===== src/design/acs_pkg.sv =====
`timescale 1ns / 1ps

package acs_pkg;

  localparam int unsigned ACS_FIFO_DEPTH = 4;

  localparam logic [7:0] CH_END  = 8'h00;
  localparam logic [7:0] CH_SEMI = 8'h3B;
  localparam logic [7:0] CH_DASH = 8'h2D;
  localparam logic [7:0] CH_CR   = 8'h0D;
  localparam logic [7:0] CH_LF   = 8'h0A;

  localparam logic [1:0] ERR_NONE  = 2'd0;
  localparam logic [1:0] ERR_OPEN  = 2'd1;
  localparam logic [1:0] ERR_CLOSE = 2'd2;

  localparam logic [3:0] ST_NORMAL     = 4'd0;
  localparam logic [3:0] ST_DASH       = 4'd1;
  localparam logic [3:0] ST_SEMI       = 4'd2;
  localparam logic [3:0] ST_LINE       = 4'd3;
  localparam logic [3:0] ST_LINE_CR    = 4'd4;
  localparam logic [3:0] ST_BLOCK      = 4'd5;
  localparam logic [3:0] ST_BLOCK_DASH = 4'd6;
  localparam logic [3:0] ST_CLOSED     = 4'd7;
  localparam logic [3:0] ST_CLOSED_CR  = 4'd8;
  localparam logic [3:0] ST_ERR_OPEN   = 4'd9;

  typedef struct packed {
    logic [7:0] data;
    logic       is_end;
    logic [1:0] err;
  } res_t;

  typedef struct packed {
    logic [1:0] cnt;
    res_t       r0;
    res_t       r1;
  } push_t;

  function automatic res_t res_byte(input logic [7:0] b);
    res_t r;
    r.data   = b;
    r.is_end = 1'b0;
    r.err    = ERR_NONE;
    return r;
  endfunction

  function automatic res_t res_end(input logic [1:0] e);
    res_t r;
    r.data   = CH_END;
    r.is_end = 1'b1;
    r.err    = e;
    return r;
  endfunction

endpackage


===== src/design/asm_comment_stripper.sv =====
`timescale 1ns / 1ps

// Assembler comment stripper.
// Input channel: in_valid / in_stall carry one source byte per transfer on
// in_byte; byte 0 ends the text. Output channel: out_valid / out_stall carry
// one kept byte per transfer, or the end result (out_is_end high, out_byte 0,
// out_error_code 1 for a missing block opener, 2 for a missing closer).
// A source byte gives none, one or two results.
// A taken byte waits in the holding register; its results are written from
// there into the output queue, and out_valid is registered from the queue's
// count, so a result reaches the output only after both registers.
// Throughput: one byte per cycle while each byte gives at most one result;
// a byte that gives two results takes two output transfers. The holding
// register moves on only while the output queue has room for two results.
// Reset (rst_n low, synchronous) empties the queue and the holding register
// and returns the parser to plain text.
// When the receiver stalls, the queue fills and in_stall rises once fewer
// than two entries are free while a byte is held; no result is lost or reordered.
module asm_comment_stripper #(
  parameter int unsigned FIFO_DEPTH = acs_pkg::ACS_FIFO_DEPTH
) (
  input  logic       clk,
  input  logic       rst_n,
  input  logic       in_valid,
  output logic       in_stall,
  input  logic [7:0] in_byte,
  output logic       out_valid,
  input  logic       out_stall,
  output logic [7:0] out_byte,
  output logic       out_is_end,
  output logic [1:0] out_error_code
);
  import acs_pkg::*;

  logic       hold_vld_r;
  logic [7:0] hold_byte_r;
  logic       room2;
  logic       adv;
  push_t      push;

  assign adv      = hold_vld_r && room2;
  assign in_stall = hold_vld_r && !room2;

  always_ff @(posedge clk) begin
    if (!rst_n) begin
      hold_vld_r <= 1'b0;
    end else if (!in_stall) begin
      hold_vld_r <= in_valid;
    end
  end

  always_ff @(posedge clk) begin
    if (in_valid && !in_stall) begin
      hold_byte_r <= in_byte;
    end
  end

  acs_parser u_parser (
    .clk    (clk),
    .rst_n  (rst_n),
    .en     (adv),
    .byte_i (hold_byte_r),
    .push   (push)
  );

  acs_out_fifo #(
    .DEPTH (FIFO_DEPTH)
  ) u_out_fifo (
    .clk            (clk),
    .rst_n          (rst_n),
    .push           (push),
    .room2          (room2),
    .out_valid      (out_valid),
    .out_stall      (out_stall),
    .out_byte       (out_byte),
    .out_is_end     (out_is_end),
    .out_error_code (out_error_code)
  );

endmodule


===== src/design/acs_parser.sv =====
`timescale 1ns / 1ps

module acs_parser (
  input  logic           clk,
  input  logic           rst_n,
  input  logic           en,
  input  logic [7:0]     byte_i,
  output acs_pkg::push_t push
);
  import acs_pkg::*;

  logic [3:0] state_r;
  logic [3:0] state_nxt;

  // plain-text handling of the current byte
  logic [3:0] n_st;
  logic       n_emit;
  res_t       n_res;

  push_t      p;

  always_comb begin
    n_st   = ST_NORMAL;
    n_emit = 1'b0;
    n_res  = res_byte(byte_i);
    priority if (byte_i == CH_END) begin
      n_emit = 1'b1;
      n_res  = res_end(ERR_NONE);
    end else if (byte_i == CH_DASH) begin
      n_st = ST_DASH;
    end else if (byte_i == CH_SEMI) begin
      n_st = ST_SEMI;
    end else begin
      n_emit = 1'b1;
    end
  end

  always_comb begin
    state_nxt = state_r;
    p.cnt     = 2'd0;
    p.r0      = n_res;
    p.r1      = n_res;
    unique case (state_r)
      ST_DASH: begin
        if (byte_i == CH_SEMI) begin
          state_nxt = ST_ERR_OPEN;
        end else begin
          p.r0      = res_byte(CH_DASH);
          p.cnt     = n_emit ? 2'd2 : 2'd1;
          state_nxt = n_st;
        end
      end
      ST_SEMI: begin
        priority if (byte_i == CH_END) begin
          p.cnt = 2'd1; p.r0 = res_end(ERR_NONE); state_nxt = ST_NORMAL;
        end else if (byte_i == CH_DASH) begin
          state_nxt = ST_BLOCK;
        end else if (byte_i == CH_CR) begin
          p.cnt = 2'd1; p.r0 = res_byte(CH_CR); state_nxt = ST_LINE_CR;
        end else begin
          state_nxt = ST_LINE;
        end
      end
      ST_LINE: begin
        priority if (byte_i == CH_END) begin
          p.cnt = 2'd1; p.r0 = res_end(ERR_NONE); state_nxt = ST_NORMAL;
        end else if (byte_i == CH_CR) begin
          p.cnt = 2'd1; p.r0 = res_byte(CH_CR); state_nxt = ST_LINE_CR;
        end else begin
          state_nxt = ST_LINE;
        end
      end
      ST_LINE_CR: begin
        priority if (byte_i == CH_END) begin
          p.cnt = 2'd1; p.r0 = res_end(ERR_NONE); state_nxt = ST_NORMAL;
        end else if (byte_i == CH_LF) begin
          p.cnt = 2'd1; p.r0 = res_byte(CH_LF); state_nxt = ST_NORMAL;
        end else begin
          state_nxt = ST_LINE;
        end
      end
      ST_BLOCK: begin
        priority if (byte_i == CH_END) begin
          p.cnt = 2'd1; p.r0 = res_end(ERR_CLOSE); state_nxt = ST_NORMAL;
        end else if (byte_i == CH_DASH) begin
          state_nxt = ST_BLOCK_DASH;
        end else begin
          state_nxt = ST_BLOCK;
        end
      end
      ST_BLOCK_DASH: begin
        priority if (byte_i == CH_END) begin
          p.cnt = 2'd1; p.r0 = res_end(ERR_CLOSE); state_nxt = ST_NORMAL;
        end else if (byte_i == CH_SEMI) begin
          state_nxt = ST_CLOSED;
        end else begin
          state_nxt = ST_BLOCK;
        end
      end
      ST_CLOSED: begin
        if (byte_i == CH_CR) begin
          state_nxt = ST_CLOSED_CR;
        end else begin
          p.cnt     = n_emit ? 2'd1 : 2'd0;
          state_nxt = n_st;
        end
      end
      ST_CLOSED_CR: begin
        if (byte_i == CH_LF) begin
          state_nxt = ST_NORMAL;
        end else begin
          p.r0      = res_byte(CH_CR);
          p.cnt     = n_emit ? 2'd2 : 2'd1;
          state_nxt = n_st;
        end
      end
      ST_ERR_OPEN: begin
        if (byte_i == CH_END) begin
          p.cnt = 2'd1; p.r0 = res_end(ERR_OPEN); state_nxt = ST_NORMAL;
        end
      end
      default: begin
        p.cnt     = n_emit ? 2'd1 : 2'd0;
        state_nxt = n_st;
      end
    endcase
  end

  always_comb begin
    push = p;
    if (!en) begin
      push.cnt = 2'd0;
    end
  end

  always_ff @(posedge clk) begin
    if (!rst_n) begin
      state_r <= ST_NORMAL;
    end else if (en) begin
      state_r <= state_nxt;
    end
  end

endmodule


===== src/design/acs_out_fifo.sv =====
`timescale 1ns / 1ps

module acs_out_fifo #(
  parameter int unsigned DEPTH = acs_pkg::ACS_FIFO_DEPTH
) (
  input  logic           clk,
  input  logic           rst_n,
  input  acs_pkg::push_t push,
  output logic           room2,
  output logic           out_valid,
  input  logic           out_stall,
  output logic [7:0]     out_byte,
  output logic           out_is_end,
  output logic [1:0]     out_error_code
);
  import acs_pkg::*;

  localparam int unsigned AW = (DEPTH > 1) ? $clog2(DEPTH) : 1;
  localparam int unsigned CW = $clog2(DEPTH + 1);

  res_t          mem [DEPTH];
  logic [AW-1:0] wr_ptr_r, wr_ptr_nxt, wr_ptr_p1;
  logic [AW-1:0] rd_ptr_r, rd_ptr_nxt;
  logic [CW-1:0] count_r, count_nxt;
  logic          pop;

  function automatic logic [AW-1:0] ptr_inc(input logic [AW-1:0] ptr);
    return (ptr == AW'(DEPTH - 1)) ? '0 : ptr + AW'(1);
  endfunction

  assign room2     = (count_r <= CW'(DEPTH - 2));
  assign out_valid = (count_r != '0);
  assign pop       = out_valid && !out_stall;

  assign out_byte       = mem[rd_ptr_r].data;
  assign out_is_end     = mem[rd_ptr_r].is_end;
  assign out_error_code = mem[rd_ptr_r].err;

  assign wr_ptr_p1 = ptr_inc(wr_ptr_r);

  always_comb begin
    unique case (push.cnt)
      2'd1:    wr_ptr_nxt = wr_ptr_p1;
      2'd2:    wr_ptr_nxt = ptr_inc(wr_ptr_p1);
      default: wr_ptr_nxt = wr_ptr_r;
    endcase
    rd_ptr_nxt = pop ? ptr_inc(rd_ptr_r) : rd_ptr_r;
    count_nxt  = count_r + CW'(push.cnt) - CW'(pop);
  end

  always_ff @(posedge clk) begin
    if (push.cnt != 2'd0) begin
      mem[wr_ptr_r] <= push.r0;
    end
    if (push.cnt == 2'd2) begin
      mem[wr_ptr_p1] <= push.r1;
    end
  end

  always_ff @(posedge clk) begin
    if (!rst_n) begin
      wr_ptr_r <= '0;
      rd_ptr_r <= '0;
      count_r  <= '0;
    end else begin
      wr_ptr_r <= wr_ptr_nxt;
      rd_ptr_r <= rd_ptr_nxt;
      count_r  <= count_nxt;
    end
  end

  a_no_overflow: assert property (@(posedge clk) disable iff (!rst_n)
    count_r <= CW'(DEPTH))
    else $error("output queue overflow");

  a_push_has_room: assert property (@(posedge clk) disable iff (!rst_n)
    push.cnt != 2'd0 |-> room2)
    else $error("push without room in output queue");

  a_push_shows: assert property (@(posedge clk) disable iff (!rst_n)
    (count_r == '0 && push.cnt != 2'd0) |=> out_valid)
    else $error("pushed result not presented");

  a_ptr_gap: assert property (@(posedge clk) disable iff (!rst_n)
    (count_r == '0 || count_r == CW'(DEPTH)) |-> (wr_ptr_r == rd_ptr_r))
    else $error("queue pointers disagree with count");

endmodule


===== config.mk =====
export PLATFORM = sky130hd
export DESIGN_NAME = asm_comment_stripper
export DESIGN_NICKNAME = d
export VERILOG_FILES = /design/src/design/acs_pkg.sv /design/src/design/asm_comment_stripper.sv /design/src/design/acs_parser.sv /design/src/design/acs_out_fifo.sv
export SDC_FILE = /design/constraint.sdc
export NUM_CORES = 1
export LEC_CHECK = 0
export ABC_AREA = 1
export CAP_MARGIN = 10
export CORE_MARGIN = 3
export CORE_UTILIZATION = 45
export CTS_CLUSTER_DIAMETER = 30
export CTS_CLUSTER_SIZE = 25
export DETAILED_ROUTE_END_ITERATION = 12
export DONT_BUFFER_PORTS = 1
export MAX_ROUTING_LAYER = met4
export PLACE_DENSITY = 0.58
export SYNTH_ARGS = -nofsm -noshare
export SYNTH_HDL_FRONTEND = slang
export SYNTH_SLANG_ARGS = --single-unit

===== constraint.sdc =====
create_clock -name clk -period 2.73 [get_ports clk]
set_input_delay 0 -clock clk [delete_from_list [all_inputs] [get_ports clk]]
set_output_delay 0 -clock clk [all_outputs]
set_load 0.01 [all_outputs]

---- After elaboration in Yosys (flattened, before gate mapping) ----
Memory sizes are Yosys's and may differ from the RTL's. A register that Yosys moved wholly into a read port is not among the register bits.
Index checks and enable logic that the tools add are counted.
cells by class
  reductions and logical operators ........ 13
  eq/ne operators ......................... 19
  multiplexer cells ....................... 48
  order comparisons ....................... 1
  $add $sub $neg .......................... 5
operators with widths
  operator                                              count
  2-to-1 mux 13 bit                                     6
  case mux 11 bit (7 select lines)                      1
  2-to-1 mux 12 bit                                     4
  case mux 4 bit (9 select lines)                       1
  2-to-1 mux 4 bit                                      7
  2-to-1 mux 2 bit                                      13
  == test 4 x 3 -> 1 bit (second input constant)        4
  == test 8 x 4 -> 1 bit (second input constant)        2
  == test 8 x 6 -> 1 bit (second input constant)        2
  case mux 2 bit (8 select lines)                       1
  2-to-1 mux 3 bit                                      5
  2-to-1 mux 11 bit                                     1
  == test 2 bit (second input constant)                 4
  == test 4 x 2 -> 1 bit (second input constant)        2
  == test 4 bit (second input constant)                 2
  zero test 8 bit                                       1
  2-to-1 mux 1 bit                                      8
  adder 2 x 1 -> 2 bit (second input constant)          3
  == test 4 x 1 -> 1 bit (second input constant)        1
  logical AND 1 bit                                     4
  case mux 2 bit (2 select lines)                       1
  nonzero test 2 bit                                    2
  adder 3 x 2 -> 3 bit                                  1
  <= comparator 3 x 2 -> 1 bit (second input constant)  1
  7 further kinds                                       9
storage, ports and cells
  memories ................................ 1
  bits of input ports ..................... 12
  register bits after elaboration ......... 20
  memory bits (writable) .................. 44
  output and inout bits ................... 13
  logic and storage cells ................. 93
memories
  name            words  width  read ports  clocked after memory_dff  wr ports  RTL line            source
  u_out_fifo.mem  4      11     1           1                         2         acs_out_fifo.sv:21  res_t mem [DEPTH];

---- Logic depth before layout (Yosys ltp) ----
  depth after elaboration ................. 11
  mapped depth ............................ 17
  depth with buffers taken out ............ 17

---- Cells and area by module ----
A second synthesis with hierarchy kept.
unflattened totals
  cells, all modules ...................... 469
  area total of the unflattened synthesis .. 3,796.1 um^2
by module, submodules not included
  module                cells each  sequential area each (um^2)  instances  area each (um^2)
  acs_out_fifo          295         1,501.4                      1          2,695.1
  acs_parser            156         80.1                         1          800.8
  asm_comment_stripper  18          260.2                        1          300.3

---- Least setup slack after synthesis ----
No wires, ideal clock.
  kind .................................... reg-to-reg
  start ................................... register hold_byte_r[6]
  end ..................................... register u_out_fifo.count_r[2]
  required time ........................... 2.613 ns
  slack ................................... 0.151 ns
  cell stages (with the launch flop) ...... 18
  period minus slack after synthesis ...... 2.579 ns
  path buffers ............................ 0
  arrival time ............................ 2.462 ns
  cell sequence ........................... edfxtp_1 > inv_2 > nand2_2 > nor2_4 > nand2_2 > nand2_4 > o21ai_4 > nand2_2 > nand3b_1 > a21boi_1 > ha_1 > inv_1 > ha_1 > inv_1 > fa_1 > xor2_1 > inv_1 > nor2_1
between the ends
  longest elaborated chain between the ends .. 10
RTL lines
  what                                                         RTL line                            source
  start, declared                                              asm_comment_stripper.sv:36          logic [7:0] hold_byte_r;
  start signal, assigned                                       asm_comment_stripper.sv:54          hold_byte_r <= in_byte;
  == test 8 x 6 -> 1 bit                                       acs_parser.sv:31, acs_parser.sv:45
  2-to-1 mux 1 bit                                             acs_parser.sv:31                    end else if (byte_i == CH_SEMI) begin
  2-to-1 mux 1 bit                                             acs_parser.sv:29                    end else if (byte_i == CH_DASH) begin
  2-to-1 mux 1 bit                                             acs_parser.sv:26                    priority if (byte_i == CH_END) begin
  2-to-1 mux 2 bit / 2-to-1 mux 1 bit (equally long branches)  -
  2-to-1 mux 13 bit, or another cell as far along              acs_parser.sv:109                   if (byte_i == CH_LF) begin
  case mux 2 bit (8 select lines) *                            acs_parser.sv:43                    unique case (state_r)
  2-to-1 mux 2 bit *                                           acs_parser.sv:131                   if (!en) begin
  adder 3 x 2 -> 3 bit *                                       acs_out_fifo.sv:48                  count_nxt = count_r + CW'(push.cnt) - CW'(pop);
  subtractor 3 x 1 -> 3 bit *                                  acs_out_fifo.sv:48
  end signal, assigned                                         acs_out_fifo.sv:68                  count_r <= count_nxt;
  end, declared                                                acs_out_fifo.sv:24                  logic [CW-1:0] count_r, count_nxt;
Every way passes the cells marked *; elsewhere a longest branch is shown, timed or not.
A chain may end at the register's enable or synchronous reset.

---- Worst setup path in the final report ----
Ends and elaborated chain as after synthesis.

==> flow_summary.yaml <==
run_status:
  outcome: "completed"
power:
  p_per_area_nw_per_um2: 694
  ir_drop_uv: 314
  finalPower_mw: 3.07
  cellLeakagePower_nw: 1.81
min_path:
  min_path_type: "in2reg"
detailed_routing:
  drt-pass1-iter-count: 5
  drtAntennaViolNets: 0
  wl_per_cell_um: 15.5
  totalWireLength_um: 9070
  drcViolationCount: 0
  drt_iter0_drc: 198
  route.vias.total: 3149
  via_per_inst: 5.38
timing:
  report.final.hold_viol_count: 0
  tightest_slew_ns: 0.695
  fmax_mhz: 388
  skew_ns: 0.00652
  fin_hold_ws_ns: 0.0547
  setup_viol: 0
  finalCriticalPeriod_ns: 2.58
  rsz0062_at_grt: "yes"
  slew_violations: 0
  period_share_pct: 94.4
  slew_headroom_pct: 53.5
  tns_ns: 0
yosys:
  synthXorXnorAreaFrac_pct: 0.694
  synthSimpleGateAreaFrac_pct: 23.6
  synthesis.nets: 464
  synthCells: 438
  synth_top_area_share_pct: 34.9
  synth.most_common_cell: "nand2_1"
  synth.yosys.seq_area_share_pct: 46.6
  syn_area_sq_um: 3780
  netlist_top_cells_count: "nand2_1, nor2_1, inv_1"
  synth_fa_ha_area_share_pct: 4.83
  synth_compound_area_share_pct: 16.6
  ys_seq_elements: 66
  synth-edff-count: 44
  synth_top_cell_by_area: "edfxtp_1"
  synth_warnings: 0
  synth_top_family_by_area: "simple AND/OR/NAND/NOR gates"
  synth_ff_type: "edfxtp_1"
  synth_area_leaders: "edfxtp_1, dfxtp_1, nand2_1"
  async_flop_share_pct: 0
  synth.distinct_cells: 38
  avgSynthCellArea_sq_um: 8.64
  synth.area.mux_share_pct: 0
worst_setup_path:
  start_kind: "flip-flop"
  crit_arrival_ns: 2.81
  critical_path_class: "reg2reg"
  worst_ep_required_time_ns: 2.96
  worstPathMaxFanout: 5
  end_kind: "flip-flop"
grt:
  grt.overflow.total: 0
  antenna_found_initial: 0
  grt_pass1_wl_um: 14700
  grt_max_degree: 24
  grtUsageTotal_pct: 19.9
  grt_pass1_vias: 2876
placed_design:
  place_hpwl_um: 7060
  place_congestion: 0.929
  port_buffers: 0
  place_inst: 556
die:
  fp.dieArea_sq_um: 9540
  die_y_um: 97.7
  start_util_pct: 47.7
  rows: 32
  io_pins: 25
  fp.dieW_um: 97.7
  core_sq_um: 7930
clock_network:
  clock_path_buffers: 2
  clk_latency_ns: 0.34
  root_buffer: "clkbuf_8"
  cts_buffers: 9
  clk_pin_slew_ns: 0.07
  cts_tree: "done"
  cts_num_sinks: 66
  h-tree-depth: 3
cells_and_area:
  fin_cells: 585
  diodes: 0
  drive_gt1_share_pct: 20.7
  area_growth_pct: 16.9
  fillers: 711
  utilization_pct: 55.8
  num-nets-final: 505
flow_run:
  max_cap_viol_count: 0
==> worst max-delay path, cell delays in order, from the launching register on <==
cell	delay (ns)
edfxtp_1	0.45
nor2_2	0.19
nand3_2	0.14
nor2_8	0.18
o21ai_4	0.07
nand2_2	0.05
nand3b_1	0.10
a21boi_2	0.21
ha_1	0.25
inv_1	0.06
ha_1	0.14
inv_1	0.05
fa_2	0.33
xor2_1	0.16
inv_1	0.06
nor2_1	0.03
==> final timing paths <==
kind	startpoint	to	slack [ns]	depth (start not counted)
max	hold_byte_r[6]	u_out_fifo.count_r[2]	0.15	15
min	in_valid	hold_byte_r[2]	0.05	2
max reg2reg	hold_byte_r[6]	u_out_fifo.count_r[2]	0.15	15
min reg2reg	u_out_fifo.mem[1][1]	u_out_fifo.mem[1][1]	0.46	2
==> cell usage in the layout, fill, tap and decap left out, types with 4 or more instances in the layout <==
cell type	count
a211oi_1	4
a21oi_1	12
buf_4	30
clkbuf_8	9
dfxtp_1	20
dlygate4sd3_1	11
edfxtp_1	44
ha_1	13
inv_1	44
inv_2	17
nand2_1	68
nand2_2	8
nand2_4	5
nand3_1	12
nand3_2	5
nand3b_1	5
nand4_1	7
nor2_1	49
nor2_2	4
nor2_4	4
o21ai_0	43
o21ai_1	12
o22ai_1	28
==> sequential cells by signal, summed over array words and instances, names as in the netlist, named ones only <==
signal	count
u_out_fifo.count_r	3
u_out_fifo.wr_ptr_r	2
u_out_fifo.rd_ptr_r	2
u_out_fifo.mem	44
u_parser.state_r	4
hold_vld_r	1
hold_byte_r	8
==> area by class of cell <==
class	instances	area, sq um	area share [%]
Sequential cell	66	1760	39.9
Clock inverter	6	82.6	1.87
Inverter	62	235	5.32
Multi-Input combinational cell	299	1750	39.7
Clock buffer	9	124	2.80
Timing Repair Buffer	41	335	7.58
Tap cell	102	128	2.89
==> kinds of logic (layout without fill, tap and decap cells) <==
family	count (synthesis)	after routing
compound gates	107	107
simple gates	175	175
xor+xnor	3	3
flops	66	66
fa+ha+maj	14	14
buf+inv	73	118
==> report_power, final <==
group / switching (mW) / leakage, nW / internal [mW] / total (mW)
Combinational: 0.623 / 1.14 / 0.322 / 0.946
Clock: 0.360 / 0.106 / 0.504 / 0.864
Sequential: 0.0738 / 0.566 / 1.19 / 1.26
Total: 1.06 / 1.81 / 2.01 / 3.07
==> per-stage QoR <==
step / setup slack (ns) / instance area [sq um]
final: 0.154 / 4420
after floorplan: 0.151 / 3780
after CTS: 0.0409 / 4380
after detailed placement: 0.0561 / 4060
after global routing: -0.0507 / 4420
after global placement: 0.0877 / 4060
==> what timing repair did <==
action                                  CTS  global route
buffers inserted                          0             3
endpoints found under the hold margin    21             0
endpoints found under the setup margin    0            49
hold buffers                             11             0
gates resized for setup                   0            13
==> metal layers <==
metal  routed length (um)  track usage, %
met4                  224            7.67
met2                 4120            29.3
met3                  469            4.38
met1                 4260            26.9
met5                    0               -
Power figures use the tool's default switching activity.
